`src/rtl/av1d_pkg.sv`:
```
// Shared types, codes and helpers for the AV1 RTP payload depacketizer.
package av1d_pkg;

    typedef enum logic [2:0] {
        PH_HEADER = 3'd0,
        PH_LEN    = 3'd1,
        PH_DATA   = 3'd2,
        PH_REST   = 3'd3,
        PH_DRAIN  = 3'd4
    } t_phase;

    localparam logic [1:0] KIND_DATA   = 2'd0;
    localparam logic [1:0] KIND_EMPTY  = 2'd1;
    localparam logic [1:0] KIND_STATUS = 2'd2;

    localparam logic [2:0] ST_OK          = 3'd0;
    localparam logic [2:0] ST_TOO_SHORT   = 3'd1;
    localparam logic [2:0] ST_Z_AND_N     = 3'd2;
    localparam logic [2:0] ST_LEN_OVF     = 3'd3;
    localparam logic [2:0] ST_LEN_TRUNC   = 3'd4;
    localparam logic [2:0] ST_ELEM_TRUNC  = 3'd5;

    localparam int FIFO_DEPTH = 4;
    localparam int FIFO_AW    = 2;
    localparam int FIFO_CW    = 3;

    // flags layout: [4] Z, [3] Y, [2:1] W, [0] N
    typedef struct packed {
        logic [1:0] kind;
        logic [7:0] element_byte;
        logic [7:0] element_index;
        logic       element_end;
        logic [2:0] status_code;
        logic       z_flag;
        logic       y_flag;
        logic       n_flag;
        logic [1:0] w_count;
    } t_result;

    typedef struct packed {
        logic    vld0;
        logic    vld1;
        t_result res0;
        t_result res1;
    } t_push;

    function automatic t_result mk_result(
        input logic [1:0] kind,
        input logic [7:0] data,
        input logic [7:0] index,
        input logic       last,
        input logic [2:0] status,
        input logic [4:0] flags
    );
        t_result r;
        r.kind          = kind;
        r.element_byte  = data;
        r.element_index = index;
        r.element_end   = last;
        r.status_code   = status;
        r.z_flag        = flags[4];
        r.y_flag        = flags[3];
        r.n_flag        = flags[0];
        r.w_count       = flags[2:1];
        return r;
    endfunction

endpackage

```
`src/rtl/av1d_parse.sv`:
```
// Per-byte parser: aggregation header, LEB128 lengths and element framing.
module av1d_parse (
    input  logic             i_clk,
    input  logic             i_rst_n,
    input  logic             i_vld,
    input  logic [7:0]       i_byte,
    input  logic             i_last,
    output av1d_pkg::t_push  o_push
);

    av1d_pkg::t_phase r_phase, n_phase;
    logic [31:0] r_accum, n_accum;
    logic [2:0]  r_shift, n_shift;
    logic [31:0] r_left, n_left;
    logic [7:0]  r_count, n_count;
    logic [4:0]  r_flags, n_flags;
    logic [2:0]  r_err, n_err;

    logic        is_hdr;
    logic [4:0]  cur_flags;
    logic [7:0]  beg_count;
    logic [1:0]  el_w;
    logic        beg_rest;
    logic [31:0] len_bits;
    logic [31:0] acc_new;
    logic [31:0] left_dec;

    always_ff @(posedge i_clk) begin
        if (!i_rst_n) begin
            r_phase <= av1d_pkg::PH_HEADER;
            r_accum <= '0;
            r_shift <= '0;
            r_left  <= '0;
            r_count <= '0;
            r_flags <= '0;
            r_err   <= '0;
        end else begin
            r_phase <= n_phase;
            r_accum <= n_accum;
            r_shift <= n_shift;
            r_left  <= n_left;
            r_count <= n_count;
            r_flags <= n_flags;
            r_err   <= n_err;
        end
    end

    always_comb begin
        is_hdr = !(r_phase == av1d_pkg::PH_LEN || r_phase == av1d_pkg::PH_DATA ||
                   r_phase == av1d_pkg::PH_REST || r_phase == av1d_pkg::PH_DRAIN);
        cur_flags = is_hdr ? i_byte[7:3] : r_flags;
        el_w      = is_hdr ? i_byte[5:4] : r_flags[2:1];
        beg_count = (is_hdr ? 8'd0 : r_count) + 8'd1;
        beg_rest  = (el_w != 2'd0) && (beg_count == {6'd0, el_w});

        case (r_shift[1:0])
            2'd0: len_bits = {25'd0, i_byte[6:0]};
            2'd1: len_bits = {18'd0, i_byte[6:0], 7'd0};
            2'd2: len_bits = {11'd0, i_byte[6:0], 14'd0};
            2'd3: len_bits = {4'd0, i_byte[6:0], 21'd0};
            default: len_bits = '0;
        endcase
        acc_new  = r_shift[2] ? (r_accum | {i_byte[3:0], 28'd0}) : (r_accum | len_bits);
        left_dec = r_left - 32'd1;

        n_phase = r_phase;
        n_accum = r_accum;
        n_shift = r_shift;
        n_left  = r_left;
        n_count = r_count;
        n_flags = r_flags;
        n_err   = r_err;
        o_push.vld0 = 1'b0;
        o_push.vld1 = 1'b0;
        o_push.res0 = av1d_pkg::mk_result(av1d_pkg::KIND_STATUS, 8'd0, 8'd0, 1'b0,
                                          av1d_pkg::ST_OK, cur_flags);
        o_push.res1 = o_push.res0;

        if (i_vld) begin
            unique case (r_phase)
                av1d_pkg::PH_LEN: begin
                    if (r_shift[2] && i_byte[7:4] != 4'd0) begin
                        n_err   = av1d_pkg::ST_LEN_OVF;
                        n_phase = av1d_pkg::PH_DRAIN;
                        if (i_last) begin
                            o_push.vld0 = 1'b1;
                            o_push.res0.status_code = av1d_pkg::ST_LEN_OVF;
                        end
                    end else if (!r_shift[2] && i_byte[7]) begin
                        n_accum = acc_new;
                        n_shift = r_shift + 3'd1;
                        if (i_last) begin
                            o_push.vld0 = 1'b1;
                            o_push.res0.status_code = av1d_pkg::ST_LEN_TRUNC;
                        end
                    end else if (acc_new == 32'd0) begin
                        o_push.vld0 = 1'b1;
                        o_push.res0 = av1d_pkg::mk_result(av1d_pkg::KIND_EMPTY, 8'd0,
                                          r_count, 1'b1, av1d_pkg::ST_OK, cur_flags);
                        if (i_last) begin
                            o_push.vld1 = 1'b1;
                        end else begin
                            n_count = beg_count;
                            n_accum = '0;
                            n_shift = '0;
                            n_left  = '0;
                            n_phase = beg_rest ? av1d_pkg::PH_REST : av1d_pkg::PH_LEN;
                        end
                    end else if (i_last) begin
                        o_push.vld0 = 1'b1;
                        o_push.res0.status_code = av1d_pkg::ST_ELEM_TRUNC;
                    end else begin
                        n_accum = acc_new;
                        n_left  = acc_new;
                        n_phase = av1d_pkg::PH_DATA;
                    end
                end
                av1d_pkg::PH_DATA: begin
                    o_push.vld0 = 1'b1;
                    o_push.res0 = av1d_pkg::mk_result(av1d_pkg::KIND_DATA, i_byte, r_count,
                                      left_dec == 32'd0, av1d_pkg::ST_OK, cur_flags);
                    if (left_dec == 32'd0) begin
                        if (i_last) begin
                            o_push.vld1 = 1'b1;
                        end else begin
                            n_count = beg_count;
                            n_accum = '0;
                            n_shift = '0;
                            n_left  = '0;
                            n_phase = beg_rest ? av1d_pkg::PH_REST : av1d_pkg::PH_LEN;
                        end
                    end else begin
                        n_left = left_dec;
                        if (i_last) begin
                            o_push.vld1 = 1'b1;
                            o_push.res1.status_code = av1d_pkg::ST_ELEM_TRUNC;
                        end
                    end
                end
                av1d_pkg::PH_REST: begin
                    o_push.vld0 = 1'b1;
                    o_push.res0 = av1d_pkg::mk_result(av1d_pkg::KIND_DATA, i_byte, r_count,
                                      i_last, av1d_pkg::ST_OK, cur_flags);
                    o_push.vld1 = i_last;
                end
                av1d_pkg::PH_DRAIN: begin
                    if (i_last) begin
                        o_push.vld0 = 1'b1;
                        o_push.res0.status_code = r_err;
                    end
                end
                default: begin
                    n_accum = '0;
                    n_shift = '0;
                    n_left  = '0;
                    n_count = '0;
                    n_err   = '0;
                    n_flags = i_byte[7:3];
                    if (i_last) begin
                        o_push.vld0 = 1'b1;
                        o_push.res0.status_code = av1d_pkg::ST_TOO_SHORT;
                    end else if (i_byte[7] && i_byte[3]) begin
                        n_err   = av1d_pkg::ST_Z_AND_N;
                        n_phase = av1d_pkg::PH_DRAIN;
                    end else begin
                        n_count = beg_count;
                        n_phase = beg_rest ? av1d_pkg::PH_REST : av1d_pkg::PH_LEN;
                    end
                end
            endcase

            if (i_last) begin
                n_phase = av1d_pkg::PH_HEADER;
                n_accum = '0;
                n_shift = '0;
                n_left  = '0;
                n_count = '0;
                n_flags = '0;
                n_err   = '0;
            end
        end
    end

endmodule

```
`src/rtl/av1d_fifo.sv`:
```
// Output word queue taking up to two words per cycle and giving one.
module av1d_fifo (
    input  logic              i_clk,
    input  logic              i_rst_n,
    input  av1d_pkg::t_push   i_push,
    output logic              o_space,
    output logic              o_valid,
    input  logic              i_ready,
    output av1d_pkg::t_result o_data
);

    av1d_pkg::t_result r_mem [av1d_pkg::FIFO_DEPTH];
    logic [av1d_pkg::FIFO_AW-1:0] r_wr_ptr, n_wr_ptr;
    logic [av1d_pkg::FIFO_AW-1:0] r_rd_ptr, n_rd_ptr;
    logic [av1d_pkg::FIFO_CW-1:0] r_cnt, n_cnt;
    logic [av1d_pkg::FIFO_CW-1:0] push_n;
    logic pop;

    always_comb begin
        pop      = (r_cnt != '0) && i_ready;
        push_n   = {{(av1d_pkg::FIFO_CW-1){1'b0}}, i_push.vld0} +
                   {{(av1d_pkg::FIFO_CW-1){1'b0}}, i_push.vld1};
        n_wr_ptr = r_wr_ptr + push_n[av1d_pkg::FIFO_AW-1:0];
        n_rd_ptr = r_rd_ptr + {{(av1d_pkg::FIFO_AW-1){1'b0}}, pop};
        n_cnt    = r_cnt + push_n - {{(av1d_pkg::FIFO_CW-1){1'b0}}, pop};
    end

    always_ff @(posedge i_clk) begin
        if (!i_rst_n) begin
            r_wr_ptr <= '0;
            r_rd_ptr <= '0;
            r_cnt    <= '0;
        end else begin
            r_wr_ptr <= n_wr_ptr;
            r_rd_ptr <= n_rd_ptr;
            r_cnt    <= n_cnt;
        end
    end

    always_ff @(posedge i_clk) begin
        if (i_push.vld0) begin
            r_mem[r_wr_ptr] <= i_push.res0;
        end
        if (i_push.vld1) begin
            r_mem[r_wr_ptr + {{(av1d_pkg::FIFO_AW-1){1'b0}}, 1'b1}] <= i_push.res1;
        end
    end

    assign o_space = (r_cnt <= av1d_pkg::FIFO_CW'(av1d_pkg::FIFO_DEPTH - 2));
    assign o_valid = (r_cnt != '0);
    assign o_data  = r_mem[r_rd_ptr];

endmodule

```
`src/rtl/av1_rtp_payload_depacketizer.sv`:
```
// Top level of the AV1 RTP payload depacketizer.
// Input channel: one RTP payload byte per word (i_data_byte, i_last_byte),
// handshake i_valid / o_ready. The first byte of each payload is the
// aggregation header; i_last_byte marks the payload's final byte.
// Output channel: one word per element byte, empty element or packet
// status (o_kind and the fields beside it), handshake o_valid / i_ready.
// A payload's final byte gives up to two words: its element word and then
// the status word. On a nonzero status, downstream must drop the packet's
// words; the block itself does not enforce this. An accepted byte waits in
// the input register until the queue has space and is then parsed.
// Throughput: one byte per cycle while the queue has space, set by the
// single parse stage between the input register and the 4-word output
// queue; the two words of a final byte drain at one per cycle while i_ready
// is high; input keeps flowing while the queue holds two or fewer words.
// When i_ready is low the queue fills, the parse stage holds its byte and
// o_ready drops; nothing is lost.
// Reset (synchronous, active low) empties the queue and input register and
// returns the parser to waiting for a header byte.
module av1_rtp_payload_depacketizer (
    input  logic       i_clk,
    input  logic       i_rst_n,
    input  logic       i_valid,
    output logic       o_ready,
    input  logic [7:0] i_data_byte,
    input  logic       i_last_byte,
    output logic       o_valid,
    input  logic       i_ready,
    output logic [1:0] o_kind,
    output logic [7:0] o_element_byte,
    output logic [7:0] o_element_index,
    output logic       o_element_end,
    output logic [2:0] o_status_code,
    output logic       o_z_flag,
    output logic       o_y_flag,
    output logic       o_n_flag,
    output logic [1:0] o_w_count
);

    logic       r_in_vld;
    logic [7:0] r_in_byte;
    logic       r_in_last;
    logic       space;
    logic       consume;
    av1d_pkg::t_push   push;
    av1d_pkg::t_result res;

    assign consume = r_in_vld && space;
    assign o_ready = !r_in_vld || consume;

    always_ff @(posedge i_clk) begin
        if (!i_rst_n) begin
            r_in_vld <= 1'b0;
        end else if (o_ready) begin
            r_in_vld <= i_valid;
        end
    end

    always_ff @(posedge i_clk) begin
        if (i_valid && o_ready) begin
            r_in_byte <= i_data_byte;
            r_in_last <= i_last_byte;
        end
    end

    av1d_parse u_parse (
        .i_clk   (i_clk),
        .i_rst_n (i_rst_n),
        .i_vld   (consume),
        .i_byte  (r_in_byte),
        .i_last  (r_in_last),
        .o_push  (push)
    );

    av1d_fifo u_fifo (
        .i_clk   (i_clk),
        .i_rst_n (i_rst_n),
        .i_push  (push),
        .o_space (space),
        .o_valid (o_valid),
        .i_ready (i_ready),
        .o_data  (res)
    );

    assign o_kind          = res.kind;
    assign o_element_byte  = res.element_byte;
    assign o_element_index = res.element_index;
    assign o_element_end   = res.element_end;
    assign o_status_code   = res.status_code;
    assign o_z_flag        = res.z_flag;
    assign o_y_flag        = res.y_flag;
    assign o_n_flag        = res.n_flag;
    assign o_w_count       = res.w_count;

endmodule
```
`config.mk`:
```
export PLATFORM = sky130hd
export DESIGN_NAME = av1_rtp_payload_depacketizer
export DESIGN_NICKNAME = d
export VERILOG_FILES = /design/src/rtl/av1d_pkg.sv /design/src/rtl/av1d_parse.sv /design/src/rtl/av1d_fifo.sv /design/src/rtl/av1_rtp_payload_depacketizer.sv
export SDC_FILE = /design/constraint.sdc
export NUM_CORES = 1
export LEC_CHECK = 0
export BUFFER_PORTS_ARGS = -buffer_cell sky130_fd_sc_hd__buf_2
export CORE_ASPECT_RATIO = 1.5
export CORE_MARGIN = 3
export CORE_UTILIZATION = 35
export CTS_BUF_LIST = sky130_fd_sc_hd__clkbuf_8
export CTS_CLUSTER_DIAMETER = 40
export CTS_CLUSTER_SIZE = 25
export DETAILED_ROUTE_END_ITERATION = 12
export PLACE_DENSITY = 0.49
export SLEW_MARGIN = 25
export SYNTH_ARGS = -nofsm -noshare
export SYNTH_HDL_FRONTEND = slang
export SYNTH_SLANG_ARGS = --single-unit
export TNS_END_PERCENT = 30
```
`constraint.sdc`:
```
create_clock -name i_clk -period 4.6 [get_ports i_clk]
set_input_delay 0.46 -clock i_clk [delete_from_list [all_inputs] [get_ports i_clk]]
set_output_delay 0.46 -clock i_clk [all_outputs]
set_load 0.01 [all_outputs]
```
==> run_results.csv, run 1 <==
group,metric,value,unit
timing,finalHoldViolCount,0,
die,num_io_pins,42,
clock_tree,clock_latency,0.61,ns
cells_and_area,nNetsFinal,1188,
placement,hpwl,24370,um
clock_tree,cts_max_path_buffers,3,
synth,netlist_area,10750,um2
clock_tree,cts_buffers,31,
synth,synth_xor_area_share,2.281,%
critical_path,cp.arrival,4.65,ns
die,num_rows,78,
cells_and_area,area_growth,12.19,%
global_routing,grt_pass1_wl,53350,um
synth,synth_cell_types,89,
timing,fmax,240.2,MHz
die,die_h,220.6,um
synth,syn_avg_cell_area,9.438,um2
critical_path,critPathRequiredTime,5.08,ns
placement,dp_slack,0.4905,ns
global_routing,grt_max_degree,36,
critical_path,critPathKind,"reg -> reg",
synth,synth-seq-area-share,42.55,%
cells_and_area,diodes,0,
cells_and_area,layout_commonest_cell,"dfxtp_1",
cells_and_area,mostFrequentLayoutCells,"dfxtp_1, a21oi_1, nor2_1, nand2_1, inv_1",
critical_path,end_kind,"flop",
cells_and_area,drive_gt1_share,18.72,%
global_routing,overflow,0,
detailed_routing,drt-initial-drc-count,569,
timing,rsz0062_at_grt,"no",
global_routing,grt_pass1_vias,9130,
power,cellPowerDensity,384.5,nW/um2
hold_path,hold_class,"in -> reg",
timing,slew_viol_final,0,
clock_tree,cts.sinks,210,
synth,synthAdderAreaFrac,1.699,%
synth,synth_compound_area_share,22.28,%
detailed_routing,drc,0,
detailed_routing,route.vias.total,9065,
detailed_routing,antenna_left,0,
timing,min_period,4.163,ns
die,dieArea,32900,um2
clock_tree,cts-htree-levels,1,
critical_path,path_max_fanout,15,
die,initial_core_util,35.53,%
power,power.static_leakage,0.004422,uW
synth,synthCells,1139,
timing,relSlewSlack,27.61,%
placement,gp_congestion,0.8419,
timing,finalCritPeriodShare,90.51,%
synth,yosys_warnings,0,
detailed_routing,wl,34260,um
timing,setup_slack,0.4366,ns
critical_path,startpoint_type,"flop",
placement,io_buffers,41,
clock_tree,post_cts_buffers,0,
die,core,30250,um2
clock_tree,clk_pin_slew_worst_paths,0.08,ns
clock_tree,root_buffer,"clkbuf_8",
die,fp.dieW,149.1,um
placement,placed_cells,1526,
timing,setup_tns,0,ns
power,irDropWorstVdd,0.1731,mV
job,timing.max_cap.violations,0,
synth,ys.flop_type,"dfxtp_1",
synth,synth_top_family_by_area,"compound AO/OA/AOI/OAI gates",
timing,tightestPinTransition,1.079,ns
synth,synth_edf_count,37,
synth,muxShareOfSynthArea,6.681,%
timing,clock-skew-final,0.01890,ns
clock_tree,cts_tree,"built",
cells_and_area,final_cells,1586,
detailed_routing,dr.pass1.iters,5,
synth,synth-seq-cells,210,
synth,async_flop_share,0,%
synth,syn-num-nets,1166,
detailed_routing,vias_per_cell,5.716,
detailed_routing,wl_per_cell,21.60,um
global_routing,antenna_found_initial,0,
global_routing,track_usage,20.59,%
outcome,status,"finished, final reports clean",
synth,yosys.area_share.simple,18.40,%
timing,setup_viol,0,
-- worst paths after layout --
path / startpoint / end / slack [ns] / cells past startpoint
setup / recovery: u_parse.r_shift[1] / u_fifo.r_cnt[2] / 0.44 / 15
hold reg to reg: u_fifo.r_mem[3][26] / u_fifo.r_mem[3][26] / 0.45 / 2
hold / removal: i_last_byte / r_in_last / 0.03 / 1
setup reg to reg: u_parse.r_shift[1] / u_fifo.r_cnt[2] / 0.44 / 15
-- per-layer routing --
| layer | up-vias | wire (um) | GRT usage, % |
|---|---|---|---|
| li1 | 4296 | - | - |
| met1 | 4505 | 13460 | 23.45 |
| met2 | 196 | 18280 | 38.39 |
| met3 | 68 | 1047 | 2.131 |
| met4 | 0 | 1470 | 9.496 |
| met5 | - | 0 | 0 |
-- area by class of cell --
cell class / count / area, um2
clock buffer: 34 / 467.9
clock inverter: 24 / 241.5
fill: 3080 / 18190
inverter: 54 / 202.7
multi-input combinational: 781 / 5547
sequential: 210 / 4576
tap: 400 / 500.5
timing repair buffer: 83 / 525.5
-- state kept, by name, summed over array words and instances (netlist names) --
signal	count
u_fifo.r_rd_ptr	2
u_parse.r_phase	3
u_fifo.r_mem	108
r_in_last	1
u_parse.r_left	32
u_parse.r_accum	32
u_fifo.r_cnt	3
u_parse.r_err	2
u_parse.r_shift	3
u_parse.r_flags	5
u_parse.r_count	8
r_in_byte	8
u_fifo.r_wr_ptr	2
r_in_vld	1
-- per-stage QoR --
stage                     util (%)  total power (uW)  cell area [um2]  hold WS (ns)
after floorplan                  -              2681            10750        0.4223
after global placement       37.45              2977            11330        0.4302
after detailed placement     37.45              2976            11330        0.4413
after CTS                    39.86              4697            12060      0.001725
after global routing         39.86              4857            12060      0.007275
final                        39.86              4637            12060       0.03444
-- timing repair --
| action | CTS | global route |
|---|---|---|
| hold buffers | 2 | 0 |
| hold endpoints to repair | 2 | 0 |
| resized for setup | 0 | 0 |
-- cells by family after synthesis --
logic type | Yosys count
xor+xnor | 28
compound gates | 336
flops | 210
simple gates | 365
buf+inv | 148
mux | 38
fa+ha+maj | 14
-- worst max-delay path: stages (launching register included) --
cell       delay [ns]
dfxtp_1          0.39
inv_1            0.08
ha_1             0.20
nor3b_2          0.26
a2111oi_0        0.49
o2111ai_1        0.34
nor4_4           0.50
or2_1            0.30
and2_1           0.25
ha_1             0.21
inv_1            0.05
ha_1             0.27
inv_1            0.05
fa_1             0.43
xnor2_1          0.16
nor2_1           0.05
-- power by group --
| part | total [uW] | internal, uW | switching, uW |
|---|---|---|---|
| Sequential | 2020 | 1930 | 86.1 |
| Clock | 1710 | 844 | 865 |
| Combinational | 912 | 335 | 577 |
| Total | 4640 | 3110 | 1530 |
-- cell usage after synthesis (all sizes together), types with 7 or more instances --
cell type,n,area [um2]
or2,10,62.56
a32o,25,250.2
ha,13,162.7
nand2b,8,50.05
o2bb2ai,7,61.31
o22ai,16,112.6
xor2,16,140.1
nor2b,8,50.05
mux4,27,608.1
a22o,38,332.8
nor4,17,121.4
o21ai,36,183.9
nor3b,7,57.55
a22oi,12,90.09
a21oi,126,656.9
edfxtp,37,1111
buf,33,225.2
mux2i,11,110.1
or3,20,125.1
xnor2,12,105.1
nand3,37,190.2
inv,54,202.7
nor3,27,140.1
nand2,60,232.7
o211ai,24,230.2
nor2,92,352.8
or4,10,82.58
nand4,13,100.1
and2,29,183.9
dfxtp,173,3463
clkbuf,61,229.0
and3,7,43.79
(Power assumes the default switching activity.)
==> run 2: changes to the inputs <==
--- a/config.mk
+++ b/config.mk
@@ -10,10 +10,10 @@
 export CORE_MARGIN = 3
 export CORE_UTILIZATION = 35
 export CTS_BUF_LIST = sky130_fd_sc_hd__clkbuf_8
-export CTS_CLUSTER_DIAMETER = 40
 export CTS_CLUSTER_SIZE = 25
 export DETAILED_ROUTE_END_ITERATION = 12
 export PLACE_DENSITY = 0.49
+export RECOVER_POWER = 100
 export SLEW_MARGIN = 25
 export SYNTH_ARGS = -nofsm -noshare
 export SYNTH_HDL_FRONTEND = slang
==> run 2 against run 1 <==
Against the previous run: non-clock buffer count decreased by 2; sequential power about the same; final cell count up 0.32%; critical path depth decreased by 4; clock skew up 0.0081 ns; design area decreased by 1.2%; maximum frequency fell by 2.3%; core utilization decreased by 0.48 points; critical path type unchanged; wire length is 0.36% higher; count of clock-buffer cells in the layout grew 10; worst hold slack improved by 0.058 ns; critical endpoint is now u_fifo.r_mem[1][5]; global-route usage rose by 0.17 points.
==> run_results.csv, run 2 (synthesis gave the netlist of run 1 again) <==
group,metric,value,unit
timing,finalHoldViolCount,0,
clock_tree,post_cts_buffers,0,
job,timing.max_cap.violations,0,
power,power.static_leakage,0.004302,uW
clock_tree,clock_latency,0.55,ns
placement,place_area,11330,um2
global_routing,grt_pass1_wl,53530,um
power,irDropWorstVdd,0.1223,mV
die,num_rows,78,
critical_path,critPathRequiredTime,4.86,ns
clock_tree,root_buffer,"clkbuf_8",
timing,fmax,234.7,MHz
timing,setup_viol,0,
power,cellPowerDensity,387.2,nW/um2
timing,clock-skew-final,0.02697,ns
cells_and_area,drive_gt1_share,13.69,%
die,core,30250,um2
cells_and_area,regMostFlops,"u_fifo.r_mem",
global_routing,grt_max_degree,36,
global_routing,antenna_found_initial,0,
detailed_routing,wl,34380,um
placement,io_buffers,41,
detailed_routing,route.vias.total,9089,
timing,rsz0062_at_grt,"no",
placement,gp_congestion,0.8419,
clock_tree,cts_resized,0,
cells_and_area,stdcell_area,11920,um2
cells_and_area,diodes,0,
clock_tree,cts_buffers,36,
cells_and_area,finish.utilization,39.39,%
die,dieArea,32900,um2
timing,tightestPinTransition,1.475,ns
clock_tree,clk_pin_slew_worst_paths,0.06,ns
hold_path,hold_class,"in -> reg",
timing,min_period,4.261,ns
cells_and_area,reg.largest.list,"u_fifo.r_mem: 108 flops, u_parse.r_accum: 32 flops, u_parse.r_left: 32 flops",
detailed_routing,vias_per_cell,5.713,
cells_and_area,largest_reg_flops,108,
critical_path,cp.arrival,4.52,ns
critical_path,startpoint_type,"flop",
timing,finalCritPeriodShare,92.64,%
clock_tree,cts-htree-levels,2,
detailed_routing,drc,0,
clock_tree,cts_max_path_buffers,3,
timing,slew_viol_final,0,
timing,setup_tns,0,ns
die,initial_core_util,35.53,%
global_routing,overflow,0,
critical_path,end_kind,"flop",
clock_tree,cts.sinks,210,
placement,hpwl,24370,um
cells_and_area,area_growth,10.85,%
detailed_routing,dr.pass1.iters,5,
detailed_routing,antenna_left,0,
critical_path,path_max_fanout,14,
timing,relSlewSlack,1.652,%
critical_path,critPathKind,"reg -> reg",
detailed_routing,drt-initial-drc-count,582,
detailed_routing,wl_per_cell,21.61,um
cells_and_area,nNetsFinal,1191,
global_routing,track_usage,20.77,%
outcome,status,"finished, final reports clean",
cells_and_area,layout_commonest_cell,"dfxtp_1",
clock_tree,cts_tree,"built",
die,die_h,220.6,um
die,num_io_pins,42,
die,fp.dieW,149.1,um
critical_path,ff2ff_path_depth,11,
clock_tree,ctsHoldBuffers,0,
global_routing,grt_pass1_vias,9150,
cells_and_area,mostFrequentLayoutCells,"dfxtp_1, a21oi_1, nor2_1, inv_1, nand2_1",
hold_path,hold_depth,1,
-- run 2: per-layer routing --
metal  routed length [um]  part of all wire (%)  GRT usage (%)
met3                 1165                   3.4          2.909
met2                18190                    53          38.45
met5                    0                     0              0
met4                 1442                   4.2          9.435
met1                13590                    40          23.46
-- run 2: worst paths after layout --
check,slack (ns),end,from
hold / removal,0.09,r_in_byte[5],i_data_byte[5]
setup reg to reg,0.34,u_fifo.r_mem[1][5],u_parse.r_left[0]
setup / recovery,0.34,u_fifo.r_mem[1][5],u_parse.r_left[0]
hold reg to reg,0.45,u_fifo.r_mem[0][26],u_fifo.r_mem[0][26]
-- run 2: worst max-delay path, cell delays in order, from the launching register on --
cell and delay [ns]:
dfxtp_1 0.38, inv_1 0.11, ha_1 0.41, nor4b_1 0.64, nand4_1 0.45, o31a_1 0.40
nor4_1 0.34, clkbuf_1 0.20, nand4_1 0.20, o21a_2 0.41, nand2_1 0.30, o22ai_1 0.15
-- run 2: where the power goes --
part	switching, uW	total (uW)	internal [uW]
registers	85.9	2020	1930
logic	576	892	316
clock network	782	1700	921
-- run 2: through the flow --
| step | hold WS, ns | cells | total power (uW) | setup slack (ns) |
|---|---|---|---|---|
| 6_report | 0.09215 | 1591 | 4614 | 0.3387 |
| 5_1_grt | 0.07384 | 1591 | 4838 | 0.05623 |
| 4_1_cts | 0.05799 | 1591 | 4700 | 0.4389 |
| 3_5_place_dp | 0.4413 | 1526 | 2976 | 0.4905 |
| 3_3_place_gp | 0.4302 | 1526 | 2977 | 0.5468 |
| 2_1_floorplan | 0.4223 | 1139 | 2681 | 0.9024 |
-- run 2: area by class of cell --
cell class / instances / area [um2]
Inverter: 54 / 202.7
Fill cell: 3120 / 18340
Clock buffer: 44 / 605.6
Multi-Input combinational cell: 781 / 5498
Timing Repair Buffer: 81 / 424.2
Clock inverter: 21 / 111.4
Tap cell: 400 / 500.5
Sequential cell: 210 / 4574
